<file path="src/rtl/prt_pkg.sv">
// Shared types for the periodic tick re-arm block: input word, result word,
// timer state. Used by prt_calc, the channel interfaces and the top level.
`default_nettype none

package prt_pkg;

  localparam int unsigned CountW    = 32;
  localparam int unsigned IntervalW = 31;

  localparam logic OpStart   = 1'b0;
  localparam logic OpCompare = 1'b1;

  localparam logic [IntervalW-1:0] IntervalReset = IntervalW'(1);

  // One input word
  typedef struct packed {
    logic              op;
    logic [CountW-1:0] count_at_entry;
    logic [CountW-1:0] count_at_recheck;
  } prt_item_t;

  // One result word
  typedef struct packed {
    logic [CountW-1:0] compare_value;
    logic              tick_taken;
    logic              resynced;
    logic [CountW-1:0] tick_total;
    logic [CountW-1:0] late_total;
    logic [CountW-1:0] spacing;
  } prt_result_t;

  // Timer state carried from word to word
  typedef struct packed {
    logic [CountW-1:0] next_deadline;
    logic [CountW-1:0] tick_counter;
    logic [CountW-1:0] late_counter;
    logic [CountW-1:0] last_spacing;
  } prt_state_t;

endpackage

`default_nettype wire

</file>
<file path="src/rtl/prt_if.sv">
// Valid/ready channel interfaces for the input and result words.
// Depends on prt_pkg for the field widths.
`default_nettype none

interface prt_in_if;
  logic                       valid;
  logic                       ready;
  logic                       op;
  logic [prt_pkg::CountW-1:0] count_at_entry;
  logic [prt_pkg::CountW-1:0] count_at_recheck;

  modport source (output valid, output op, output count_at_entry,
                  output count_at_recheck, input ready);
  modport sink   (input valid, input op, input count_at_entry,
                  input count_at_recheck, output ready);
endinterface

interface prt_out_if;
  logic                       valid;
  logic                       ready;
  logic [prt_pkg::CountW-1:0] compare_value;
  logic                       tick_taken;
  logic                       resynced;
  logic [prt_pkg::CountW-1:0] tick_total;
  logic [prt_pkg::CountW-1:0] late_total;
  logic [prt_pkg::CountW-1:0] spacing;

  modport source (output valid, output compare_value, output tick_taken,
                  output resynced, output tick_total, output late_total,
                  output spacing, input ready);
  modport sink   (input valid, input compare_value, input tick_taken,
                  input resynced, input tick_total, input late_total,
                  input spacing, output ready);
endinterface

`default_nettype wire

</file>
<file path="src/rtl/prt_calc.sv">
// Combinational update of the timer state for one word: start, early entry,
// tick with optional resync. Depends on prt_pkg.
`default_nettype none

module prt_calc (
  input  wire prt_pkg::prt_item_t               item,
  input  wire prt_pkg::prt_state_t              cur,
  input  wire logic [prt_pkg::IntervalW-1:0]    interval,
  output prt_pkg::prt_state_t                   nxt,
  output prt_pkg::prt_result_t                  res
);

  logic [prt_pkg::CountW-1:0] ival;
  logic [prt_pkg::CountW-1:0] since_dl;
  logic [prt_pkg::CountW-1:0] adv_dl;
  logic [prt_pkg::CountW-1:0] ahead;
  logic                       early;
  logic                       outside;
  logic                       tick;
  logic                       resync;

  assign ival     = {1'b0, interval};
  // entry minus deadline; its sign marks an early entry
  assign since_dl = item.count_at_entry - cur.next_deadline;
  assign early    = since_dl[prt_pkg::CountW-1];
  assign adv_dl   = cur.next_deadline + ival;
  // window check: deadline must sit 1..interval cycles ahead of the recheck
  assign ahead    = adv_dl - item.count_at_recheck;
  assign outside  = (ahead == '0) || ahead[prt_pkg::CountW-1] || (ahead > ival);

  assign tick   = (item.op == prt_pkg::OpCompare) && !early;
  assign resync = tick && outside;

  // next state
  always_comb begin
    nxt = cur;
    if (item.op == prt_pkg::OpStart) begin
      nxt.next_deadline = item.count_at_entry + ival;
      nxt.tick_counter  = '0;
      nxt.late_counter  = '0;
      nxt.last_spacing  = '0;
    end else if (tick) begin
      // entry - (deadline - interval)
      nxt.last_spacing  = since_dl + ival;
      nxt.tick_counter  = cur.tick_counter + prt_pkg::CountW'(1);
      if (outside) begin
        nxt.next_deadline = item.count_at_recheck + ival;
        nxt.late_counter  = cur.late_counter + prt_pkg::CountW'(1);
      end else begin
        nxt.next_deadline = adv_dl;
      end
    end
  end

  // result word mirrors the updated state
  assign res.compare_value = nxt.next_deadline;
  assign res.tick_taken    = tick;
  assign res.resynced      = resync;
  assign res.tick_total    = nxt.tick_counter;
  assign res.late_total    = nxt.late_counter;
  assign res.spacing       = nxt.last_spacing;

endmodule

`default_nettype wire

</file>
<file path="src/rtl/periodic_tick_rearm_core.sv">
// Top level of the periodic tick re-arm block: input register, state update
// and result register. Depends on prt_pkg, prt_if and prt_calc.
//
// Usage:
//   in_ch  (sink)  : op (start / compare entry) with two counter reads.
//   out_ch (source): one result word per input word, in order: compare value
//                    to load, tick/resync flags and the running tallies.
//   cfg_we/cfg_wdata: writes tick_interval (31 bits); write only when idle.
// Path: an accepted word is held in the input register, then the state
//   update writes its result into the result register.
// Throughput: one word per cycle while out_ch.ready is high; the loop that
//   sets it is the prt_calc state update, whose result feeds the next word.
// Stalls: the result register holds while out_ch.ready is low; the input
//   register still takes one more word, then in_ch.ready drops.
// Reset (rst_n low, synchronous): both registers empty, all tallies and the
//   deadline zero, tick_interval one.
`default_nettype none

module periodic_tick_rearm_core (
  input  wire logic                            clk,
  input  wire logic                            rst_n,
  prt_in_if.sink                               in_ch,
  prt_out_if.source                            out_ch,
  input  wire logic                            cfg_we,
  input  wire logic [prt_pkg::IntervalW-1:0]   cfg_wdata
);

  logic                              in_valid_r;
  prt_pkg::prt_item_t                in_word_r;
  logic                              out_valid_r;
  prt_pkg::prt_result_t              out_word_r;
  prt_pkg::prt_state_t               state_r;
  prt_pkg::prt_state_t               state_nxt;
  prt_pkg::prt_result_t              res_nxt;
  logic [prt_pkg::IntervalW-1:0]     interval_r;
  logic                              advance;
  logic                              in_take;

  // move a word from the input register into the result register
  assign advance = in_valid_r && (!out_valid_r || out_ch.ready);
  assign in_ch.ready = !in_valid_r || advance;
  assign in_take = in_ch.valid && in_ch.ready;

  prt_calc u_calc (
    .item     (in_word_r),
    .cur      (state_r),
    .interval (interval_r),
    .nxt      (state_nxt),
    .res      (res_nxt)
  );

  // control and state
  always_ff @(posedge clk) begin
    if (!rst_n) begin
      in_valid_r  <= 1'b0;
      out_valid_r <= 1'b0;
      state_r     <= '0;
      interval_r  <= prt_pkg::IntervalReset;
    end else begin
      if (cfg_we) begin
        interval_r <= cfg_wdata;
      end
      if (in_take) begin
        in_valid_r <= 1'b1;
      end else if (advance) begin
        in_valid_r <= 1'b0;
      end
      if (advance) begin
        out_valid_r <= 1'b1;
        state_r     <= state_nxt;
      end else if (out_ch.ready) begin
        out_valid_r <= 1'b0;
      end
    end
  end

  // payload registers
  always_ff @(posedge clk) begin
    if (in_take) begin
      in_word_r.op               <= in_ch.op;
      in_word_r.count_at_entry   <= in_ch.count_at_entry;
      in_word_r.count_at_recheck <= in_ch.count_at_recheck;
    end
    if (advance) begin
      out_word_r <= res_nxt;
    end
  end

  assign out_ch.valid         = out_valid_r;
  assign out_ch.compare_value = out_word_r.compare_value;
  assign out_ch.tick_taken    = out_word_r.tick_taken;
  assign out_ch.resynced      = out_word_r.resynced;
  assign out_ch.tick_total    = out_word_r.tick_total;
  assign out_ch.late_total    = out_word_r.late_total;
  assign out_ch.spacing       = out_word_r.spacing;

endmodule

`default_nettype wire

</file>
<file path="src/flat_wrapper.sv">
// flat-port wrapper written by rule: the top's interface ports become plain ports
module periodic_tick_rearm_core_flat 
  (clk, rst_n, cfg_we, cfg_wdata, in_ch_valid, in_ch_op, in_ch_count_at_entry, in_ch_count_at_recheck, in_ch_ready, out_ch_valid, out_ch_compare_value, out_ch_tick_taken, out_ch_resynced, out_ch_tick_total, out_ch_late_total, out_ch_spacing, out_ch_ready);
  prt_in_if in_ch_i ();
  prt_out_if out_ch_i ();
  input  wire logic clk;
  input  wire logic rst_n;
  input  wire logic cfg_we;
  input  wire logic [prt_pkg::IntervalW-1:0] cfg_wdata;
  input wire logic [$bits(in_ch_i.valid)-1:0] in_ch_valid;
  input wire logic [$bits(in_ch_i.op)-1:0] in_ch_op;
  input wire logic [$bits(in_ch_i.count_at_entry)-1:0] in_ch_count_at_entry;
  input wire logic [$bits(in_ch_i.count_at_recheck)-1:0] in_ch_count_at_recheck;
  output wire logic [$bits(in_ch_i.ready)-1:0] in_ch_ready;
  output wire logic [$bits(out_ch_i.valid)-1:0] out_ch_valid;
  output wire logic [$bits(out_ch_i.compare_value)-1:0] out_ch_compare_value;
  output wire logic [$bits(out_ch_i.tick_taken)-1:0] out_ch_tick_taken;
  output wire logic [$bits(out_ch_i.resynced)-1:0] out_ch_resynced;
  output wire logic [$bits(out_ch_i.tick_total)-1:0] out_ch_tick_total;
  output wire logic [$bits(out_ch_i.late_total)-1:0] out_ch_late_total;
  output wire logic [$bits(out_ch_i.spacing)-1:0] out_ch_spacing;
  input wire logic [$bits(out_ch_i.ready)-1:0] out_ch_ready;
  assign in_ch_i.valid = in_ch_valid;
  assign in_ch_i.op = in_ch_op;
  assign in_ch_i.count_at_entry = in_ch_count_at_entry;
  assign in_ch_i.count_at_recheck = in_ch_count_at_recheck;
  assign in_ch_ready = in_ch_i.ready;
  assign out_ch_valid = out_ch_i.valid;
  assign out_ch_compare_value = out_ch_i.compare_value;
  assign out_ch_tick_taken = out_ch_i.tick_taken;
  assign out_ch_resynced = out_ch_i.resynced;
  assign out_ch_tick_total = out_ch_i.tick_total;
  assign out_ch_late_total = out_ch_i.late_total;
  assign out_ch_spacing = out_ch_i.spacing;
  assign out_ch_i.ready = out_ch_ready;
  periodic_tick_rearm_core u_core (.clk(clk), .rst_n(rst_n), .in_ch(in_ch_i), .out_ch(out_ch_i), .cfg_we(cfg_we), .cfg_wdata(cfg_wdata));
endmodule
</file>
<file path="config.mk">
export PLATFORM = sky130hd
export DESIGN_NAME = periodic_tick_rearm_core_flat
export DESIGN_NICKNAME = d
export VERILOG_FILES = /design/src/rtl/prt_pkg.sv /design/src/rtl/prt_if.sv /design/src/rtl/prt_calc.sv /design/src/rtl/periodic_tick_rearm_core.sv /design/src/flat_wrapper.sv
export SDC_FILE = /design/constraint.sdc
export NUM_CORES = 1
export LEC_CHECK = 0
export BUFFER_PORTS_ARGS = -buffer_cell sky130_fd_sc_hd__buf_2
export CORE_MARGIN = 10
export CORE_UTILIZATION = 50
export DETAILED_ROUTE_END_ITERATION = 8
export PLACE_DENSITY_LB_ADDON = 0.2
export SYNTH_ARGS = -nofsm -noshare
export SYNTH_HDL_FRONTEND = slang
export SYNTH_SLANG_ARGS = --single-unit
</file>
<file path="constraint.sdc">
create_clock -name clk -period 19.4 [get_ports clk]
set_input_delay 1.94 -clock clk [delete_from_list [all_inputs] [get_ports clk]]
set_output_delay 1.94 -clock clk [all_outputs]
set_load 0.02 [all_outputs]
</file>
==> qor.json, run 1 <==
{
  "max_cap_violations": {"value": 0},
  "synth_enable_flop_cells": {"value": 195},
  "post_route_antenna_net_violation_count": {"value": 0},
  "synth_sequential_area_ratio": {"value": 0.349},
  "nNetsFinal": {"value": 3475},
  "timing.hold.ws": {"value": 0.483, "unit": "ns"},
  "routed_wl_per_cell": {"value": 21.5, "unit": "um"},
  "cts_root_buffer": {"value": "sky130_fd_sc_hd__clkbuf_16"},
  "clock_path_buffers": {"value": 3},
  "dr.pass1.iters": {"value": 6},
  "reg2reg_setup_slack": {"value": 10.60, "unit": "ns"},
  "first_global_vias": {"value": 22600},
  "cp_slowest_cell": {"value": "sky130_fd_sc_hd__buf_4"},
  "layout.cells.most_common": {"value": "sky130_fd_sc_hd__nor2_1"},
  "setup_violating_endpoint_count_in_the_final_report": {"value": 0},
  "fp.dieH": {"value": 248, "unit": "um"},
  "grt_antenna_before_repair": {"value": 2},
  "place.detailed.hpwl": {"value": 61800, "unit": "um"},
  "reg2regPathDepth": {"value": 26},
  "initial_utilization": {"value": 0.506},
  "cts-hold-fix-buffers": {"value": 0},
  "hold_path_startpoint": {"value": "u_core.state_r[28]"},
  "antenna_cells": {"value": 0},
  "floorplan_die_width": {"value": 248, "unit": "um"},
  "finalHoldViolCount": {"value": 0},
  "place.gp.congestion": {"value": 0.937},
  "overflow": {"value": 0},
  "stage_delay_of_the_slowest_cell_on_the_critical_path": {"value": 0.80, "unit": "ns"},
  "grt_pass1_wl": {"value": 127000, "unit": "um"},
  "synth-seq-cells": {"value": 356},
  "achievable-frequency": {"value": 0.114, "unit": "GHz"},
  "synth_async_sr_flop_share": {"value": 0},
  "worst_clock_skew": {"value": 0.0263, "unit": "ns"},
  "min_period": {"value": 8.80, "unit": "ns"},
  "sink_of_the_worst_hold_path": {"value": "u_core.state_r[28]"},
  "type_of_destination_of_the_critical_path": {"value": "flip-flop"},
  "post_cts_resize_count": {"value": 0},
  "outcome": {"value": "complete, no violations"},
  "ioPinCount": {"value": 233},
  "cts_made_buffers": {"value": 42},
  "power_per_cell_area": {"value": 90.9, "unit": "nW/um^2"},
  "clk_latency": {"value": 0.58, "unit": "ns"},
  "worst_setup_path_start_kind": {"value": "flip-flop"},
  "mappedNetlistNets": {"value": 3319},
  "totalWireLength": {"value": 82900, "unit": "um"},
  "regToRegEndpoint": {"value": "u_core.out_ch.late_total[20]"},
  "route.vias.total": {"value": 23700},
  "finalSetupTns": {"value": 0, "unit": "ns"},
  "placed_cell_areas": {"value": 27700, "unit": "um^2"},
  "synthesis.area": {"value": 26000, "unit": "um^2"},
  "path_delay_family": {"value": "compound AO/OA/AOI/OAI gates"},
  "post_cts_setup_repair_buffer_count": {"value": 0},
  "core_area": {"value": 51400, "unit": "um^2"},
  "critPathMaxFanout": {"value": 121},
  "layout_common_cells": {"value": "249 x sky130_fd_sc_hd__nor2_1, 231 x sky130_fd_sc_hd__buf_2, 223 x sky130_fd_sc_hd__a21oi_1, 219 x sky130_fd_sc_hd__ha_1, 211 x sky130_fd_sc_hd__o21ai_0"},
  "final-max-slew-violation-count": {"value": 0},
  "seq_area": {"value": 9080, "unit": "um^2"},
  "criticalPathCategory": {"value": "flip-flop to flip-flop"},
  "cts.reportedPaths.clkPinSlew": {"value": 0.06, "unit": "ns"},
  "utilization": {"value": 0.566},
  "cts_tree": {"value": "built"},
  "grt_usage": {"value": 0.260},
  "cellLeakagePower": {"value": 0.0120, "unit": "uW"},
  "htreeDepth": {"value": 2},
  "worst_pin_slew": {"value": 1.13, "unit": "ns"},
  "netlist-cell-type-count": {"value": 81},
  "floorplan.rows": {"value": 83},
  "holdPathStages": {"value": 2},
  "route.detailed.vias_per_inst": {"value": 6.14},
  "design_area": {"value": 29100, "unit": "um^2"},
  "share_of_post_route_cells_with_drive_strength_above_1": {"value": 0.112},
  "worst-endpoint-arrival": {"value": 9.22, "unit": "ns"},
  "die_outline_area": {"value": 61600, "unit": "um^2"},
  "ys.warnings.count": {"value": 0},
  "grt_max_degree": {"value": 148},
  "slew_headroom": {"value": 0.246},
  "final.fill_count": {"value": 4624},
  "rsz0062_at_grt": {"value": "false"},
  "rr_startpoint": {"value": "u_core.interval_r[0]"},
  "syn-mean-instance-area": {"value": 8.69, "unit": "um^2"},
  "multiInputGateArea": {"value": 15800, "unit": "um^2"},
  "flow.area_growth_from_synthesis": {"value": 11.9, "unit": "%"},
  "detail_route.drc_violations": {"value": 0},
  "synth_ff_type": {"value": "sky130_fd_sc_hd__edfxtp_1"},
  "clock_sinks": {"value": 356},
  "netlist_instances": {"value": 2993},
  "vdd_ir_drop_max": {"value": 70.6, "unit": "uV"},
  "first_iter_violations": {"value": 2066},
  "buffer_ports.inserted": {"value": 232},
  "class_of_the_most_critical_hold_timing_path": {"value": "flip-flop to flip-flop"},
  "required": {"value": 19.82, "unit": "ns"},
  "worstPathBufferInverterCount": {"value": 1},
  "share_of_the_clock_period_used_by_the_worst_path": {"value": 0.454}
}
[layout make-up]
class | instances | share of cell area
clock inverter | 17 | 0.00817
clock buffer | 61 | 0.0407
inverter | 170 | 0.0221
sequential | 356 | 0.312
multi-input combinational | 2326 | 0.542
timing repair buffer | 253 | 0.0458
tap | 680 | 0.0292
[metrics by stage]
step	cells	total power (uW)	setup WS (ns)
floorplan	2993	1570	12.63
global placement	3785	1810	10.86
detailed placement	3785	1820	10.87
CTS	3863	2650	10.83
global route	3863	2780	10.34
finish	3863	2650	10.60
[synthesized netlist by cell type, types with 66 or more instances]
cell	count	share of area
sky130_fd_sc_hd__a21o_1	84	0.024
sky130_fd_sc_hd__a21oi_1	223	0.043
sky130_fd_sc_hd__a31oi_1	69	0.017
sky130_fd_sc_hd__clkbuf_1	117	0.017
sky130_fd_sc_hd__dfxtp_1	161	0.12
sky130_fd_sc_hd__edfxtp_1	195	0.23
sky130_fd_sc_hd__ha_1	219	0.11
sky130_fd_sc_hd__inv_1	169	0.024
sky130_fd_sc_hd__nand2_1	175	0.025
sky130_fd_sc_hd__nand3_1	139	0.027
sky130_fd_sc_hd__nor2_1	251	0.036
sky130_fd_sc_hd__o21ai_0	212	0.041
sky130_fd_sc_hd__or3_1	66	0.016
sky130_fd_sc_hd__xnor2_1	122	0.041
[worst max-delay path by stage]
stage	depth (start not counted)	endpoint	slack, ns	startpoint
2_1_floorplan	6	u_core.state_r[1]	12.63	out_ch_ready
3_3_place_gp	23	u_core.out_ch.late_total[8]	10.86	u_core.interval_r[0]
3_5_place_dp	26	u_core.out_ch.late_total[4]	10.87	u_core.interval_r[0]
4_1_cts	26	u_core.out_ch.late_total[4]	10.83	u_core.interval_r[0]
5_1_grt	26	u_core.out_ch.late_total[18]	10.34	u_core.interval_r[0]
6_report	26	u_core.out_ch.late_total[20]	10.60	u_core.interval_r[0]
[worst reg2reg max path, stage by stage, from the launching register on]
cell	delay (ns)
sky130_fd_sc_hd__dfxtp_1	0.40
sky130_fd_sc_hd__ha_1	0.29
sky130_fd_sc_hd__fa_1	0.44
sky130_fd_sc_hd__a211oi_1	0.32
sky130_fd_sc_hd__o21ai_0	0.24
sky130_fd_sc_hd__nand4_1	0.25
sky130_fd_sc_hd__a31oi_1	0.19
sky130_fd_sc_hd__o31ai_1	0.67
sky130_fd_sc_hd__o221ai_1	0.21
sky130_fd_sc_hd__a21oi_1	0.22
sky130_fd_sc_hd__xnor2_1	0.16
sky130_fd_sc_hd__ha_1	0.39
sky130_fd_sc_hd__and3_1	0.19
sky130_fd_sc_hd__or3b_2	0.45
sky130_fd_sc_hd__a211oi_1	0.41
sky130_fd_sc_hd__a211oi_1	0.16
sky130_fd_sc_hd__o21ai_0	0.25
sky130_fd_sc_hd__xor2_1	0.25
sky130_fd_sc_hd__ha_1	0.36
sky130_fd_sc_hd__nand3_1	0.12
sky130_fd_sc_hd__or4_1	0.53
sky130_fd_sc_hd__nor2_1	0.12
sky130_fd_sc_hd__a21o_1	0.15
sky130_fd_sc_hd__o311a_4	0.48
sky130_fd_sc_hd__buf_4	0.82
sky130_fd_sc_hd__o21ai_0	0.38
sky130_fd_sc_hd__a21oi_1	0.18
[flip-flops by register name (all words and copies together), names as in the netlist]
signal and cells:
u_core.interval_r 31, u_core.out_ch.resynced 1, u_core.out_ch.tick_total 32, u_core.in_valid_r 1
u_core.out_ch.spacing 32, u_core.out_ch.late_total 32, u_core.out_ch.valid 1, u_core.state_r 128
u_core.out_ch.tick_taken 1, u_core.in_word_r 65, u_core.out_ch.compare_value 32
[per-layer routing]
layer / part of all wire / GRT usage / routed length, um
met4: 0.024 / 0.0683 / 1980
met3: 0.063 / 0.0333 / 5200
met5: 0 / 0 / 0
met1: 0.44 / 0.343 / 36500
met2: 0.47 / 0.442 / 39200
[power by group]
group | switching [uW] | internal (uW) | total [uW]
Combinational | 593 | 336 | 929
Clock | 334 | 494 | 828
Sequential | 39.0 | 850 | 889
Total | 965 | 1680 | 2650
[kinds of logic (layout without fill, tap and decap cells)]
group | Yosys count | after routing | synth area share
and+or+nand+nor | 935 | 935 | 0.179
buffers and inverters | 311 | 501 | 0.0461
AOI/OAI and AO/OA | 923 | 923 | 0.231
muxes | 67 | 67 | 0.0261
DFF | 356 | 356 | 0.349
adders and majority gates | 225 | 225 | 0.110
xor gates and xnor gates | 176 | 176 | 0.0593
No activity file was read; power rests on OpenSTA's default activity.
==> inputs of run 2 (changes only) <==
==> constraint.sdc (replaced) <==
create_clock -name clk -period 8.81 [get_ports clk]
set_input_delay 0.881 -clock clk [delete_from_list [all_inputs] [get_ports clk]]
set_output_delay 0.881 -clock clk [all_outputs]
set_load 0.02 [all_outputs]
==> run 2 against run 1 <==
  * Hold slack worse by 0.012 ns
  * First-iteration DRC count up 10%
  * Setup slack worse by 10 ns
  * Core utilization about the same
  * Die area unchanged
  * Sequential power up 120%
  * Clock power up 110%
  * Global-route usage up 0.63 points
  * Total power up 120%
  * Register-to-register slack worse by 10 ns
  * Via count up 1.5%
  * Non-clock buffer count up 13
==> qor.json, run 2 (synthesized netlist as in run 1, its figures left out) <==
{
  "outcome": {"value": "complete, no violations"},
  "layout_common_cells": {"value": "249 x sky130_fd_sc_hd__nor2_1, 231 x sky130_fd_sc_hd__buf_2, 223 x sky130_fd_sc_hd__a21oi_1, 219 x sky130_fd_sc_hd__ha_1, 211 x sky130_fd_sc_hd__o21ai_0"},
  "fp.dieH": {"value": 248, "unit": "um"},
  "worst_clock_skew": {"value": 0.0194, "unit": "ns"},
  "initial_utilization": {"value": 0.506},
  "largest_registers": {"value": "u_core.state_r x128, u_core.in_word_r x65"},
  "finalSetupTns": {"value": 0, "unit": "ns"},
  "clock_sinks": {"value": 356},
  "vdd_ir_drop_max": {"value": 149, "unit": "uV"},
  "max_cap_violations": {"value": 0},
  "numPlacedInstances": {"value": 3798},
  "route.vias.total": {"value": 24100},
  "layout.cells.most_common": {"value": "sky130_fd_sc_hd__nor2_1"},
  "hold_path_startpoint": {"value": "in_ch_count_at_recheck[18]"},
  "post_cts_resize_count": {"value": 0},
  "slew_headroom": {"value": 0.262},
  "setup_violating_endpoint_count_in_the_final_report": {"value": 0},
  "class_of_the_most_critical_hold_timing_path": {"value": "input pin to flip-flop"},
  "reg2reg_setup_slack": {"value": 0.58, "unit": "ns"},
  "critPathMaxFanout": {"value": 91},
  "criticalPathCategory": {"value": "flip-flop to flip-flop"},
  "largest-register": {"value": "u_core.state_r"},
  "antenna_cells": {"value": 0},
  "grt_antenna_before_repair": {"value": 2},
  "buffer_ports.inserted": {"value": 232},
  "utilization": {"value": 0.567},
  "core_area": {"value": 51400, "unit": "um^2"},
  "routed_wl_per_cell": {"value": 21.9, "unit": "um"},
  "floorplan.rows": {"value": 83},
  "min_period": {"value": 8.23, "unit": "ns"},
  "finalHoldViolCount": {"value": 0},
  "first_iter_violations": {"value": 2277},
  "place.detailed.hpwl": {"value": 63500, "unit": "um"},
  "cts_made_buffers": {"value": 42},
  "clk_latency": {"value": 0.58, "unit": "ns"},
  "cellLeakagePower": {"value": 0.0120, "unit": "uW"},
  "achievable-frequency": {"value": 0.122, "unit": "GHz"},
  "share_of_the_clock_period_used_by_the_worst_path": {"value": 0.934},
  "type_of_destination_of_the_critical_path": {"value": "flip-flop"},
  "worst_setup_path_start_kind": {"value": "flip-flop"},
  "required": {"value": 9.28, "unit": "ns"},
  "flow.area_growth_from_synthesis": {"value": 12.0, "unit": "%"},
  "cts_tree": {"value": "built"},
  "grt_pass1_wl": {"value": 130000, "unit": "um"},
  "cts-hold-fix-buffers": {"value": 0},
  "cts.reportedPaths.clkPinSlew": {"value": 0.07, "unit": "ns"},
  "worst-endpoint-arrival": {"value": 8.70, "unit": "ns"},
  "route.detailed.vias_per_inst": {"value": 6.21},
  "rr_startpoint": {"value": "u_core.interval_r[0]"},
  "layout.cells.non_filler": {"value": 3876},
  "ioPinCount": {"value": 233},
  "htreeDepth": {"value": 2},
  "grt_usage": {"value": 0.266},
  "nNetsFinal": {"value": 3488},
  "detail_route.drc_violations": {"value": 0},
  "first_global_vias": {"value": 23100},
  "power_per_cell_area": {"value": 198, "unit": "nW/um^2"},
  "worstSetupStartpoint": {"value": "u_core.interval_r[0]"},
  "totalWireLength": {"value": 85000, "unit": "um"},
  "final.fill_count": {"value": 4608},
  "dr.pass1.iters": {"value": 6},
  "largest_register_ffs": {"value": 128},
  "grt_max_degree": {"value": 148},
  "rsz0062_at_grt": {"value": "false"},
  "place.gp.congestion": {"value": 0.973},
  "overflow": {"value": 0},
  "cts_root_buffer": {"value": "sky130_fd_sc_hd__clkbuf_16"},
  "share_of_post_route_cells_with_drive_strength_above_1": {"value": 0.118},
  "floorplan_die_width": {"value": 248, "unit": "um"},
  "worst_pin_slew": {"value": 1.11, "unit": "ns"},
  "post_cts_setup_repair_buffer_count": {"value": 0},
  "die_outline_area": {"value": 61600, "unit": "um^2"},
  "clock_path_buffers": {"value": 3},
  "final-max-slew-violation-count": {"value": 0},
  "post_route_antenna_net_violation_count": {"value": 0}
}
==> run 2: cell types whose count changed in the layout (fill, tap and decap cells not counted), sizes merged <==
cell / delta
clkinvlp: +2
buf: +13
inv: +1
clkinv: +9
clkbuf: -9
bufinv: -3
==> run 2: metrics by stage <==
| step | power [uW] | hold WS (ns) | setup slack, ns | cell area [um^2] |
|---|---|---|---|---|
| 5_1_grt | 6050 | 0.446 | 0.157 | 29100 |
| 2_1_floorplan | 3460 | 0.444 | 2.42 | 26000 |
| 3_3_place_gp | 3990 | 0.452 | 0.785 | 27800 |
| 4_1_cts | 5740 | 0.446 | 0.773 | 29100 |
| 6_report | 5750 | 0.471 | 0.583 | 29100 |
| 3_5_place_dp | 4030 | 0.461 | 0.800 | 27800 |
==> run 2: power by group <==
| group | internal (uW) | leakage (uW) | switching, uW |
|---|---|---|---|
| clock network | 977 | 0.000663 | 736 |
| logic | 753 | 0.00820 | 1330 |
| registers | 1870 | 0.00317 | 81.2 |
| total | 3600 | 0.0120 | 2150 |
==> run 2: path summary, 6_finish.rpt <==
| check | endpoint | cells after the start |
|---|---|---|
| setup / recovery | u_core.state_r[61] | 23 |
| hold / removal | u_core.in_word_r[18] | 1 |
| setup reg to reg | u_core.state_r[61] | 23 |
| hold reg to reg | u_core.state_r[30] | 2 |
==> run 2: cell type report <==
class / instances / area, um^2 / share of cell area
Clock inverter: 26 / 213 / 0.00730
Sequential cell: 356 / 9080 / 0.312
Inverter: 170 / 644 / 0.0221
Multi-Input combinational cell: 2326 / 15800 / 0.542
Tap cell: 680 / 851 / 0.0292
Timing Repair Buffer: 266 / 1430 / 0.0491
Clock buffer: 52 / 1130 / 0.0388
==> run 2: per-layer routing <==
layer  global-route usage  up-vias  routed length [um]
li1                     -    11500                   -
met1                0.351    11400               36500
met2                0.442      956               39400
met3               0.0409      163                6390
met4               0.0857        0                2730
met5                    0        -                   0
==> run 2: worst max-delay path, stage by stage, from the launching register on <==
cell                        delay, ns
sky130_fd_sc_hd__dfxtp_1         0.39
sky130_fd_sc_hd__ha_1            0.28
sky130_fd_sc_hd__fa_1            0.44
sky130_fd_sc_hd__a211oi_1        0.34
sky130_fd_sc_hd__o21ai_0         0.28
sky130_fd_sc_hd__and3_1          0.27
sky130_fd_sc_hd__o21ai_0         0.14
sky130_fd_sc_hd__nand2_1         0.11
sky130_fd_sc_hd__a21o_1          0.19
sky130_fd_sc_hd__a21oi_1         0.18
sky130_fd_sc_hd__xnor2_1         0.15
sky130_fd_sc_hd__ha_1            0.22
sky130_fd_sc_hd__a21oi_1         0.21
sky130_fd_sc_hd__o21ba_2         0.29
sky130_fd_sc_hd__o21ai_0         0.14
sky130_fd_sc_hd__a2111oi_0       0.57
sky130_fd_sc_hd__or4b_1          0.52
sky130_fd_sc_hd__or4_1           0.48
sky130_fd_sc_hd__or4b_1          0.57
sky130_fd_sc_hd__or4_1           0.48
sky130_fd_sc_hd__o311a_4         0.65
sky130_fd_sc_hd__buf_4           0.41
sky130_fd_sc_hd__or4_1           0.53
sky130_fd_sc_hd__a31oi_1         0.17
